[src/rtl/nrp_pkg.sv]
// ----------------------------------------------------------------------------
// nrp_pkg: shared types and constants of the nested region profiler
// Beat payloads, operation and status codes, sequencer states and defaults.
// ----------------------------------------------------------------------------
package nrp_pkg;

   localparam int unsigned SLOTS_DEFAULT     = 32;
   localparam int unsigned KEY_BITS_DEFAULT  = 16;
   localparam int unsigned TIME_BITS_DEFAULT = 32;

   localparam logic [47:0] SAT48 = 48'hFFFF_FFFF_FFFF;
   localparam logic [31:0] SAT32 = 32'hFFFF_FFFF;

   localparam logic [1:0] OP_BEGIN = 2'd0;
   localparam logic [1:0] OP_END   = 2'd1;
   localparam logic [1:0] OP_READ  = 2'd2;
   localparam logic [1:0] OP_CLEAR = 2'd3;

   localparam logic [2:0] STAT_OK      = 3'd0;
   localparam logic [2:0] STAT_FULL    = 3'd1;
   localparam logic [2:0] STAT_UNKNOWN = 3'd2;
   localparam logic [2:0] STAT_OPEN    = 3'd3;
   localparam logic [2:0] STAT_OVER    = 3'd4;

   typedef struct packed {
      logic [1:0]  opcode;
      logic [15:0] region_id;
      logic [4:0]  slot_index;
      logic [31:0] timestamp;
   } req_type;

   typedef struct packed {
      logic [2:0]  status;
      logic        slot_valid;
      logic [15:0] slot_region;
      logic [31:0] frame_elapsed;
      logic [47:0] accum_time;
      logic [47:0] self_time;
      logic [31:0] instance_count;
      logic [5:0]  nest_depth;
      logic [31:0] avg_time;
      logic [31:0] shortest_time;
      logic [31:0] longest_time;
      logic [31:0] end_count;
   } rsp_type;

   typedef enum logic [3:0] {
      S_IDLE,
      S_SCAN,
      S_FOUND,
      S_MISS,
      S_PSCAN,
      S_EUPD,
      S_PWR,
      S_RDW,
      S_REPORT,
      S_DIV,
      S_OUT
   } state_type;

endpackage

[src/rtl/nrp_ram.sv]
// ----------------------------------------------------------------------------
// nrp_ram: region table storage
// One write port and one read port, read data registered.
// ----------------------------------------------------------------------------
module nrp_ram #(
   parameter int unsigned DEPTH = nrp_pkg::SLOTS_DEFAULT,
   parameter int unsigned WIDTH = 8,
   localparam int unsigned AW = (DEPTH > 1) ? $clog2(DEPTH) : 1
) (
   input  logic             clock,
   input  logic             wr_en,
   input  logic [AW-1:0]    wr_addr,
   input  logic [WIDTH-1:0] wr_data,
   input  logic             rd_en,
   input  logic [AW-1:0]    rd_addr,
   output logic [WIDTH-1:0] rd_data
);

   logic [WIDTH-1:0] mem [DEPTH];
   logic [WIDTH-1:0] rd_data_ff;

   always_ff @(posedge clock) begin
      if (wr_en) begin
         mem[wr_addr] <= wr_data;
      end
      if (rd_en) begin
         rd_data_ff <= mem[rd_addr];
      end
   end

   assign rd_data = rd_data_ff;

endmodule

[config.mk]
export PLATFORM = sky130hd
export DESIGN_NAME = nrp_ram
export DESIGN_NICKNAME = d
export VERILOG_FILES = /design/src/rtl/nrp_pkg.sv /design/src/rtl/nrp_ram.sv
export SDC_FILE = /design/constraint.sdc
export NUM_CORES = 1
export LEC_CHECK = 0
export BUFFER_PORTS_ARGS = -buffer_cell sky130_fd_sc_hd__clkbuf_2
export CAP_MARGIN = 20
export CORE_UTILIZATION = 61
export CTS_BUF_LIST = sky130_fd_sc_hd__clkbuf_16
export DETAILED_ROUTE_END_ITERATION = 12
export HOLD_SLACK_MARGIN = 0.1
export PLACE_DENSITY = 0.76
export REMOVE_ABC_BUFFERS = 1
export SLEW_MARGIN = 20
export SYNTH_ARGS = -nofsm -noshare
export SYNTH_HDL_FRONTEND = slang
export SYNTH_SLANG_ARGS = --single-unit
[constraint.sdc]
create_clock -name clock -period 3.3 [get_ports clock]
set_input_delay 0.66 -clock clock [delete_from_list [all_inputs] [get_ports clock]]
set_output_delay 0.66 -clock clock [all_outputs]
set_load 0.005 [all_outputs]
; Yosys cells after proc, flatten, opt, wreduce, memory -nomap -nowiden
; Memories as Yosys holds them, arrays and structs flattened. A register that Yosys moved wholly into a read port is not among the register bits.
; Cells that the tools add are included.
[word_totals]
output_inout_bits = 8
mem_bits_rw = 256
inputBits = 21
reg_bits = 0
n_memories = 1
[memory_table]
columns = memory, depth, width, read_ports, rd_clocked_by_memory_dff, write_ports, line_no
row1 = mem, 32, 8, 1, 1, 1, nrp_ram.sv:19  ; logic [WIDTH-1:0] mem [DEPTH];
[classes]
mux = 2
[op_table]
columns = cell, count
row1 = 1-bit 2-to-1 mux, 2

; Depth between registers and ports, before layout
[depth]
depth_word = 2
depth_mapped = 5

; Worst setup path before layout
; Ideal clock, no wire load.
[synth_path]
path_type = input to register
from = input port rd_addr[2]
to = register rd_data_ff[0] (netlist: rd_data[0]) (read register of mem) (data pin)
t_required_ns = 3.040
path_stages = 5
n_path_buf = 2
arrival_ns = 2.342
path_slack_ns = 0.698
path_cell_list = clkbuf_1 -> clkbuf_1 -> mux4_2 -> mux4_2 -> mux2_2
[synth_lines]
columns = item, line_no
row1 = from (decl), nrp_ram.sv:15  ; input logic [AW-1:0] rd_addr,
row2 = to (decl), nrp_ram.sv:20  ; logic [WIDTH-1:0] rd_data_ff;

==> impl_metrics.tcl <==
set metrics [dict create \
    row_count 46 \
    drive_gt1_frac 0.332 \
    gp_congestion 0.734 \
    switching_share 0.201 \
    drc_errors 0 \
    r2r_slack_ns 1.30 \
    drtPass1Iterations 5 \
    crit_start "rd_addr[0]" \
    cpMaxStageDelayCell "mux4_2" \
    vias 4568 \
    grt_max_degree 47 \
    tightest_slew_ns 0.959 \
    netlist_instances 417 \
    dp.cells 650 \
    clockPowerShare 0.385 \
    peakVddDrop_mv 0.441 \
    grt_overflow 0 \
    ff2ff_path_depth 3 \
    crit_chain "buf_4 -> buf_12 -> mux4_2 -> mux4_2 -> mux2_2" \
    cts_made_buffers 25 \
    grt.total_usage 0.254 \
    instances_no_fill 692 \
    initial_utilization 0.631 \
    dp_hpwl_mm 11.8 \
    netlist_area_um2 10100 \
    cts_setup_buffers 0 \
    yosys.area.top_type "edfxtp_1" \
    cp_max_fo 23 \
    syn_area_per_cell_um2 24.3 \
    cts_buffer_depth 3 \
    min_path_type "in -> reg" \
    worstPathArrival_ns 2.49 \
    finClkSkew_ns 0.00792 \
    p_int_uw 5340 \
    yosysSeqAreaShare 0.782 \
    cp-end-kind "flip-flop" \
    die-area_um2 17100 \
    leakagePower_uw 0.00354 \
    synth.cells.most_frequent "264 x edfxtp_1, 80 x mux4_2, 33 x nor2_1" \
    r2r_start "mem[23][6]" \
    fin_nets 482 \
    crit_path_max_incr_delay_ns 0.57 \
    hold_path_depth 1 \
    drt-initial-drc-count 455 \
    place_worst_setup_slack_ns 0.547 \
    finalHoldViolCount 0 \
    slew_headroom 0.358 \
    finalSetupTns_ns 0 \
    crit_path_start_kind "input pin" \
    synth.most_common_cell "edfxtp_1" \
    ys.flop_type "edfxtp_1" \
    core-area_um2 16100 \
    worstPathRequired_ns 3.56 \
    ys_types 14 \
    yosys_warnings 0 \
    ant_nets 0 \
    root_buffer "clkbuf_16" \
    pwr-share-seq 0.563 \
    cts_max_level 1 \
    tritoncts "built" \
    cts_sinks 264 \
    cp_num_cells 5 \
    fin_crit_ns 2.23 \
    die_w_um 131 \
    syn_to_final_growth_pct 11.3 \
    ys_top_cells_by_area "edfxtp_1 78%, mux4_2 18%, nor2_1 1.2%, mux2_2 0.89%, buf_4 0.44%" \
    p_sw_uw 1340 \
    antenna_found_initial 1 \
    drv_cap 0 \
    timing.fmax_mhz 448 \
    synth_seq_cells 264 \
    post_cts_resized 0 \
    whs_ns 0.560 \
    avgViaCountPerCell 6.60 \
    clk_pin_slew_worst_paths_ns 0.06 \
    portBuffers 28 \
    final_design_area_no_fill_um2 11300 \
    synth_edf_count 264 \
    p_comb_frac 0.052 \
    slew_violations 0 \
    synthArstFlopShare 0 \
    setup_violations 0 \
    crit_buf_inv 2 \
    grt_pass1_vias 4547 \
    status "finished, final reports clean" \
    drt-total-wl_mm 20.2 \
    wl_per_cell_um 29.2 \
    synth_top_area_frac 0.782 \
    die_h_um 131 \
    critical_path_class "in -> reg" \
    antennaDiodeCount 0 \
    power_density_nw_per_um2 592 \
    ios 29 \
    grt_pass1_wl_mm 29.7 \
    placedInstanceArea_um2 10600 \
    clock_latency_ns 0.51 \
    crit_family "multiplexers" \
    cts_hold_buf 0 \
    setup_slack_ns 1.07 \
    cp_common_cell "mux4_2" \
    rsz0062_at_grt "false" \
    hp-start "rd_en" \
    fin_crit_sh 0.677 \
]
layout make-up:
type / count / area [um2]
Tap cell: 216 / 270
Clock buffer: 25 / 626
Timing Repair Buffer: 37 / 260
Fill cell: 945 / 4780
Sequential cell: 264 / 7930
Clock inverter: 17 / 95.1
Multi-Input combinational cell: 133 / 2100
layout by cell type, fill, tap and decap left out:
master | synthesis | layout
inv_1 | 0 | 7
nand3_1 | 2 | 2
nand3b_1 | 5 | 5
edfxtp_1 | 264 | 264
clkbuf_16 | 0 | 25
buf_12 | 0 | 4
clkbuf_2 | 0 | 27
clkinv_1 | 0 | 5
clkinv_2 | 0 | 4
nand2_1 | 1 | 1
or3b_2 | 3 | 3
nor2_1 | 33 | 33
mux4_2 | 80 | 80
mux2_2 | 8 | 8
or3_1 | 1 | 1
buf_4 | 6 | 6
bufinv_16 | 0 | 1
stage by stage:
| step | total power (uW) | utilization |
|---|---|---|
| 6_report | 6670 | 0.702 |
| 5_1_grt | 6860 | 0.702 |
| 4_1_cts | 6710 | 0.702 |
| 3_5_place_dp | 4170 | 0.657 |
| 3_3_place_gp | 4160 | 0.657 |
| 2_1_floorplan | 3980 | - |
flip-flops by register name, summed over array words and instances, names as in the netlist:
| signal | flops |
|---|---|
| rd_data | 8 |
| mem | 256 |
path summary, 6_finish.rpt:
kind / endpoint
worst max-delay path: rd_data[4]
worst min-delay path: rd_data[7]
worst max register to register: rd_data[6]
worst min register to register: rd_data[0]
cells by family after synthesis:
kind of cell | share of synthesized area
flip-flops | 0.782
multiplexers | 0.187
AND/OR/NAND/NOR | 0.0205
buffers and inverters | 0.0105
power groups by stage:
stage / registers (uW) / logic [uW] / clock network, uW
after floorplan: 3820 / 155 / 0
after global placement: 3830 / 336 / 0
after detailed placement: 3830 / 345 / 0
after CTS: 3760 / 350 / 2600
after global routing: 3760 / 367 / 2730
final: 3760 / 344 / 2570
metal layers:
metal	up-vias	wire length (um)	global-route usage
met5	-	13	0
met4	2	478	0.0784
met3	40	1940	0.0599
met2	253	9300	0.370
met1	2402	8460	0.392
li1	1871	-	-
No activity file was read; power rests on OpenSTA's default activity.
